<file path="src/spring_force_push_pull_assert.svh">
// Assertion macros shared by the spring force modules.
// Each macro expects signals named clk and rst_n in the module that uses it.
`ifndef SPRING_FORCE_PUSH_PULL_ASSERT_SVH
`define SPRING_FORCE_PUSH_PULL_ASSERT_SVH

`ifndef NO_ASSERTIONS

`define SPF_ASSERT(lbl, prop) \
    lbl: assert property (@(posedge clk) disable iff (!rst_n) (prop)) \
        else $error("assertion failed");

`define SPF_ASSERT_NEXT(lbl, pre, post) \
    lbl: assert property (@(posedge clk) disable iff (!rst_n) (pre) |=> (post)) \
        else $error("assertion failed");

`else

`define SPF_ASSERT(lbl, prop)

`define SPF_ASSERT_NEXT(lbl, pre, post)

`endif

`endif

</file>
<file path="src/spf_pkg.sv">
// ----------------------------------------------------------------------------
// spf_pkg
// Widths, payload types and register codes of the spring force engine.
// ----------------------------------------------------------------------------
package spf_pkg;

    localparam int CW  = 32;
    localparam int FB  = 16;
    localparam int DW  = CW + 1;
    localparam int SW  = 2 * DW;
    localparam int SQW = SW + 2;
    localparam int LW  = DW;
    localparam int MW  = CW + DW;
    localparam int NW  = MW + DW;
    localparam int QW  = CW + 1;
    localparam int DVW = LW + FB;
    localparam int KW  = 32;
    localparam int RW  = 31;
    localparam int CFG_DW = 32;
    localparam int FIFO_DEPTH = 4;
    localparam int FAW = $clog2(FIFO_DEPTH);

    typedef enum logic [1:0] {
        REG_SPRING_CONSTANT = 2'd0,
        REG_REST_LENGTH     = 2'd1,
        REG_PUSH_ENABLE     = 2'd2,
        REG_PULL_ENABLE     = 2'd3
    } reg_index_t;

    typedef struct packed {
        logic signed [CW-1:0] pos_x;
        logic signed [CW-1:0] pos_y;
        logic signed [CW-1:0] pos_z;
        logic signed [CW-1:0] other_x;
        logic signed [CW-1:0] other_y;
        logic signed [CW-1:0] other_z;
    } in_item_t;

    typedef struct packed {
        logic signed [CW-1:0] force_x;
        logic signed [CW-1:0] force_y;
        logic signed [CW-1:0] force_z;
        logic                 applied;
    } out_item_t;

    typedef struct packed {
        logic [KW-1:0] spring_constant;
        logic [RW-1:0] rest_length;
        logic          push_enable;
        logic          pull_enable;
    } cfg_t;

    typedef logic signed [DW-1:0] diff_t;

    typedef struct packed {
        diff_t [2:0]   d;
        logic [LW-1:0] len;
        logic [LW-1:0] len_delta;
        logic          stretched;
        logic          acts;
        logic          zero_len;
    } task_t;

endpackage

</file>
<file path="src/spf_fifo.sv">
// ----------------------------------------------------------------------------
// spf_fifo
// Short queue of classified springs between the front and the back.
// ----------------------------------------------------------------------------
`include "spring_force_push_pull_assert.svh"

module spf_fifo
    import spf_pkg::*;
(
    input  logic  clk,
    input  logic  rst_n,
    input  logic  push,
    input  task_t wdata,
    output logic  full,
    input  logic  pop,
    output logic  empty,
    output task_t rdata
);

    localparam logic [FAW:0] DEPTH_C = (FAW + 1)'(FIFO_DEPTH);

    task_t          mem [0:FIFO_DEPTH-1];
    logic [FAW-1:0] wr_ptr_reg;
    logic [FAW-1:0] rd_ptr_reg;
    logic [FAW:0]   count_reg;

    assign full  = (count_reg == DEPTH_C);
    assign empty = (count_reg == '0);
    assign rdata = mem[rd_ptr_reg];

    always_ff @(posedge clk or negedge rst_n)
    begin
        if (!rst_n)
        begin
            wr_ptr_reg <= '0;
            rd_ptr_reg <= '0;
            count_reg  <= '0;
        end
        else
        begin
            if (push)
            begin
                wr_ptr_reg <= wr_ptr_reg + 1'b1;
            end
            if (pop)
            begin
                rd_ptr_reg <= rd_ptr_reg + 1'b1;
            end
            if (push && !pop)
            begin
                count_reg <= count_reg + 1'b1;
            end
            else if (pop && !push)
            begin
                count_reg <= count_reg - 1'b1;
            end
        end
    end

    always_ff @(posedge clk)
    begin
        if (push)
        begin
            mem[wr_ptr_reg] <= wdata;
        end
    end

    `SPF_ASSERT(fifo_no_overflow_a, push |-> count_reg != DEPTH_C)
    `SPF_ASSERT(fifo_no_underflow_a, pop |-> count_reg != '0)
    `SPF_ASSERT_NEXT(fifo_count_up_a, push && !pop, count_reg == $past(count_reg) + 1'b1)

endmodule

</file>
<file path="config.mk">
export PLATFORM = sky130hd
export DESIGN_NAME = spf_fifo
export DESIGN_NICKNAME = d
export VERILOG_FILES = /design/src/spf_pkg.sv /design/src/spf_fifo.sv
export VERILOG_INCLUDE_DIRS = /design/src /design/src/src
export SDC_FILE = /design/constraint.sdc
export NUM_CORES = 1
export LEC_CHECK = 0
export ABC_AREA = 1
export BUFFER_PORTS_ARGS = -buffer_cell sky130_fd_sc_hd__buf_2
export CAP_MARGIN = 10
export CORE_UTILIZATION = 53
export DETAILED_ROUTE_END_ITERATION = 16
export PLACE_DENSITY = 0.81
export SYNTH_ARGS = -nofsm -noshare
export SYNTH_HDL_FRONTEND = slang
export SYNTH_SLANG_ARGS = --single-unit
</file>
<file path="constraint.sdc">
create_clock -name clk -period 6.05 [get_ports clk]
set_input_delay 0 -clock clk [delete_from_list [all_inputs] [get_ports clk]]
set_output_delay 0 -clock clk [all_outputs]
set_load 0.05 [all_outputs]
</file>
==> results.toml, run 1 <==
[worst_setup_path]
crit_chain = "inv_6 -> buf_4 -> o211ai_1 -> nand2_1 -> buf_2"
cp.arrival_ps = 3560
crit_fanout = 114
crit_required_ps = 6050
start_kind = "register"
path_class = "reg2out"
crit_slowest_cell = "inv_6"
max_stage_delay_ps = 790
cp-end-kind = "output port"

[synthesis]
synth_seq_cells = 679
postSynthCellCount = 2008
ys_seq_area_share_pct = 74.3
syn_nets = 2186
postSynthAreaPerCell_um2 = 13.6
synth_top_cell_by_area = "edfxtp_1"
ys_warn_count = 0
synth_area_leaders = "edfxtp_1, o211ai_1, nand2_1, inv_1, buf_6"
synth_area_um2 = 27400
synth_top_area_share_pct = 73.7
synth_cell_type_count = 20

[sta]
rsz0062_at_grt = "no"
period_share_pct = 58.9
tightest_slew_ps = 1470
report.final.slew_viol_count = 0
skew_ps = 24.7
layout_min_cycle_time_ps = 3560
hold_viol = 0
finalSetupViolations = 0
max_slew_margin_pct = 2.10
max_freq_mhz = 281
setup_tns_ps = 0
final.setup.worst_slack_ps = 2490

[route]
vias = 17100
postRouteAntennaNets = 0
routed_wl_um = 60000
vias_per_cell = 5.31
drt-wirelength-per-cell_um = 18.6
remaining_drc_errors = 0
dr.pass1.iters = 5
drtIter0Drc = 1440

[grt]
grtUsageTotal_pct = 23.0
grt_pass1_vias = 17200
antenna_found_initial = 2
grt_pass1_wl_um = 93100
grt_max_degree = 285
grt_overflow = 0

[clock_network]
cts-buffers-inserted = 69
htreeDepth = 3
cts.sink_count = 679
insertion_delay_ps = 610
cts.clk_slew.worst_paths_ps = 60
cts_tree = "done"
cts_root_buf = "clkbuf_16"
postCtsSetupRepairBufs = 0
clock_path_buffers = 3

[pwr]
power.leakage_nw = 13.2
power_per_cell_area_nw_per_um2 = 562
peakVddDrop_mv = 0.599
total_power_w = 0.0186

[worst_hold_path]
hold_class = "in2reg"

[final_layout]
largest_register_ffs = 672
nFillCells = 3329
drive_gt1_share_pct = 18.3
area_delta_synth_final_pct = 20.6
fin_nets = 2670

[placement]
post-dp-hpwl_um = 32200
dp_slack_ps = 3240
finalWeightedCongestion = 0.806
place.port_buffers = 341

[outcome]
status = "finished, final reports clean"

[die]
fp.dieH_um = 229
ioPinCount = 342
dieArea_um2 = 52600
fp-row-count = 82
start_util_pct = 54.1
dieWidth_um = 229
fp.coreArea_um2 = 50600

[flow_run]
drv_cap = 0
[where the power goes]
group / total, W / switching [W] / internal (W)
sequential: 0.00646 / 0.000301 / 0.00616
clock: 0.00419 / 0.00172 / 0.00246
combinational: 0.00791 / 0.00623 / 0.00168
total: 0.0186 / 0.00825 / 0.0103
[cells in the mapped netlist (all sizes together)]
cell / instances
dfrtp: 7
o21ai: 1
inv: 348
nand2: 517
buf: 103
xnor2: 1
clkbuf: 10
fa: 1
xor2: 3
nor3: 2
o211ai: 336
ha: 5
nand3: 1
edfxtp: 672
nand4: 1
[cells by family after synthesis]
logic type,count (synthesis),synth area share [%]
flip-flops,679,74.3
buffers and inverters,461,8.66
XOR/XNOR,4,0.128
adder cells (fa/ha/maj),6,0.302
AO/OA/AOI/OAI,337,9.41
AND/OR/NAND/NOR,521,7.16
[placed cells by master, fill, tap and decap left out]
cell / Yosys / layout
buf_12: 0 / 3
buf_2: 18 / 341
buf_4: 19 / 10
bufinv_16: 0 / 6
clkbuf_1: 5 / 11
clkbuf_16: 0 / 73
clkinv_1: 0 / 20
clkinv_2: 0 / 11
clkinv_4: 0 / 2
clkinv_8: 0 / 2
dfrtp_1: 7 / 5
dfrtp_4: 0 / 2
diode_2: 0 / 5
dlygate4sd3_1: 0 / 172
edfxtp_1: 672 / 672
fa_1: 1 / 1
ha_1: 5 / 5
inv_1: 347 / 343
inv_6: 0 / 7
nand2_1: 517 / 517
nand3_1: 1 / 1
nand4_1: 1 / 1
nor3_1: 2 / 2
o211ai_1: 326 / 326
o211ai_2: 10 / 10
o21ai_1: 1 / 1
xnor2_1: 1 / 1
xor2_1: 3 / 3
[path summary, 6_finish.rpt]
| path | from | cells after the start | end | slack [ps] |
|---|---|---|---|---|
| max | rd_ptr_reg[1]$_DFFE_PN0P_ | 5 | rdata[2] | 2490 |
| min | wdata[10] | 2 | mem[3][10]$_DFFE_PP_ | 150 |
| max reg2reg | wr_ptr_reg[1]$_DFFE_PN0P_ | 5 | mem[1][161]$_DFFE_PP_ | 3370 |
| min reg2reg | count_reg[2]$_DFFE_PN0P_ | 2 | count_reg[2]$_DFFE_PN0P_ | 520 |
| max in group asynchronous | rst_n | 3 | rd_ptr_reg[1]$_DFFE_PN0P_ | 5430 |
| min in group asynchronous | rst_n | 3 | count_reg[0]$_DFFE_PN0P_ | 360 |
[final cells by class]
cell class / instances / area (um^2) / area share (%)
clock buffer: 84 / 1870 / 5.66
tap: 672 / 841 / 2.55
inverter: 348 / 1330 / 4.03
sequential: 679 / 20400 / 61.7
timing repair buffer: 526 / 3560 / 10.8
clock inverter: 43 / 378 / 1.14
antenna: 5 / 12.5 / 0.0379
multi-input combinational: 868 / 4660 / 14.1
[metrics by stage]
| step | instance area (um^2) | cells | util (%) | hold WS (ps) |
|---|---|---|---|---|
| 5_1_grt | 33000 | 3221 | 65.2 | 130 |
| 3_3_place_gp | 29000 | 2921 | 57.4 | -161 |
| 6_report | 33000 | 3225 | 65.3 | 151 |
| 3_5_place_dp | 29000 | 2921 | 57.4 | -161 |
| 2_1_floorplan | 27400 | 2008 | - | -296 |
| 4_1_cts | 33000 | 3220 | 65.2 | 105 |
[per-layer routing]
metal / vias up / wire, um / GRT usage, %
li1: 7986 / - / -
met1: 8240 / 22900 / 28.3
met2: 753 / 30200 / 39.4
met3: 147 / 5100 / 5.57
met4: 2 / 1790 / 8.00
met5: - / 10 / 0
[repair_timing]
| item | CTS | global route |
|---|---|---|
| hold buffers | 172 | 0 |
| endpoints found under the hold margin | 686 | 0 |
| resized for setup | 0 | 0 |
[worst max-delay path: cells and delay by family, from the launching register on]
kind,cells,cell delay (ps)
AO/OA/AOI/OAI,1,240
buffers and inverters,3,1720
flip-flops,1,650
AND/OR/NAND/NOR,1,170
(Power assumes the default switching activity.)
==> run 2: changes to the inputs <==
clock period = 3.55 ns   (was 6.05 ns; I/O delays follow)
==> run 2 against run 1 <==
Compared with the run above:
- first-iteration DRC count decreased by 6.5%
- largest cell class unchanged
- sequential share of layout area is 0.42 points lower
- critical path type unchanged
- via count up 0.55%
==> results.toml, run 2 (synthesized netlist as in run 1, its figures left out) <==
[outcome]
status = "finished, final reports clean"

[sta]
skew_ps = 16.5
period_share_pct = 77.6
hold_ws_ps = 165
max_slew_margin_pct = 30.3
report.final.slew_viol_count = 0
finalSetupViolations = 0
max_freq_mhz = 363
layout_min_cycle_time_ps = 2760
rsz0062_at_grt = "no"
hold_viol = 0
tightest_slew_ps = 1040
final.setup.worst_slack_ps = 795

[worst_setup_path]
path_class = "reg2out"
timing.rr.start = "wr_ptr_reg[0]$_DFFE_PN0P_"
crit_fanout = 69
cp.arrival_ps = 2760
cp-end-kind = "output port"
crit_slowest_cell = "dfrtp_4"
crit_required_ps = 3550
max_stage_delay_ps = 510
r2r-end = "mem[2][145]$_DFFE_PP_"
start_kind = "register"
reg2reg_depth = 5
crit_chain = "inv_6 -> buf_4 -> o211ai_1 -> nand2_1 -> buf_2"
rrSetupSlack_ps = 1140

[die]
dieWidth_um = 229
fp-row-count = 82
fp.dieH_um = 229
ioPinCount = 342
fp.coreArea_um2 = 50600
dieArea_um2 = 52600
start_util_pct = 54.1

[route]
dr.pass1.iters = 5
vias = 17200
vias_per_cell = 5.32
routed_wl_um = 60900
drtIter0Drc = 1347
postRouteAntennaNets = 0
remaining_drc_errors = 0
drt-wirelength-per-cell_um = 18.8

[placement]
post-dp-hpwl_um = 34100
finalWeightedCongestion = 0.789
place.port_buffers = 341
dp_slack_ps = 1160

[clock_network]
cts_resized = 0
cts_tree = "done"
insertion_delay_ps = 600
cts.clk_slew.worst_paths_ps = 60
clock_path_buffers = 3
cts.sink_count = 679
cts_root_buf = "clkbuf_16"
cts-buffers-inserted = 68
htreeDepth = 3

[grt]
grt_pass1_vias = 17800
grt_overflow = 0
antenna_found_initial = 4
grt_max_degree = 169
grtUsageTotal_pct = 23.4
grt_pass1_wl_um = 94900

[final_layout]
fin_nets = 2691
layout_commonest_cell = "edfxtp_1"
nFillCells = 3282
area_delta_synth_final_pct = 21.4
largest_register_ffs = 672
drive_gt1_share_pct = 19.0
final_cell_mix = "edfxtp_1, nand2_1, inv_1, buf_2, o211ai_1"

[worst_hold_path]
hold_depth = 2
min_from = "wdata[34]"
hold_end = "mem[1][34]$_DFFE_PP_"
hold_class = "in2reg"

[pwr]
power.leakage_nw = 13.3
power_per_cell_area_nw_per_um2 = 956
peakVddDrop_mv = 0.991

[flow_run]
drv_cap = 0
run 2: cell types whose count changed in the layout (fill, tap and decap cells not counted), moves of 4 or more:
cell | previous run | this run
clkbuf_1 | 11 | 19
clkinvlp_4 | 0 | 4
inv_6 | 7 | 1
buf_12 | 3 | 17
nand2_1 | 517 | 513
buf_4 | 10 | 18
ha_2 | 0 | 4
ha_1 | 5 | 1
nand2_2 | 0 | 4
clkinv_2 | 11 | 6
run 2: how the worst max path moves through the flow:
stage	slack, ps	endpoint	depth (start not counted)	start
finish	790	rdata[10]	5	rd_ptr_reg[1]$_DFFE_PN0P_
global route	670	rdata[10]	5	rd_ptr_reg[1]$_DFFE_PN0P_
CTS	750	rdata[131]	5	rd_ptr_reg[1]$_DFFE_PN0P_
detailed placement	1160	mem[2][86]$_DFFE_PP_	5	wr_ptr_reg[0]$_DFFE_PN0P_
global placement	1120	mem[2][87]$_DFFE_PP_	5	wr_ptr_reg[0]$_DFFE_PN0P_
floorplan	-20	mem[0][0]$_DFFE_PP_	4	wr_ptr_reg[0]$_DFFE_PN0P_
run 2: area by class of cell:
cell class | instances | area (um^2) | area share, %
diodes | 3 | 7.51 | 0.0226
clock buffers | 92 | 1900 | 5.71
well taps | 672 | 841 | 2.53
multi-input cells | 868 | 4680 | 14.1
clock inverters | 29 | 226 | 0.681
flip-flops and latches | 679 | 20400 | 61.3
inverters | 348 | 1330 | 3.99
repair buffers | 548 | 3900 | 11.7
run 2: layer usage:
layer | share of wire [%] | routed length [um] | GRT usage [%]
met2 | 51 | 31000 | 40.3
met1 | 38 | 23100 | 28.2
met4 | 2.9 | 1790 | 9.85
met3 | 8.2 | 4990 | 5.32
met5 | 0.021 | 13 | 0
run 2: what timing repair did:
action | in CTS | in global routing
hold buffers | 172 | 0
setup buffers | 0 | 0
hold endpoints to repair | 686 | 0
run 2: through the flow:
stage,std cells,power [W],setup TNS (ps),cell area [um^2],util [%]
5_1_grt,3239,0.0332,0,33200,65.7
3_3_place_gp,2943,0.0243,0,29400,58.1
2_1_floorplan,2008,0.0220,-5770,27400,-
3_5_place_dp,2943,0.0247,0,29400,58.1
4_1_cts,3236,0.0318,0,33200,65.7
6_report,3239,0.0318,0,33200,65.7
run 2: power breakdown:
group / internal (W) / switching, W / total, W
sequential: 0.0105 / 0.000453 / 0.0109
combinational: 0.00312 / 0.0108 / 0.0139
clock: 0.00403 / 0.00288 / 0.00691
run 2: critical path: cells and delay by family, from the launching register on:
family,cells,cell delay [ps]
and+or+nand+nor,1,120
AOI/OAI and AO/OA,1,210
DFF,1,510
buffers and inverters,3,1290
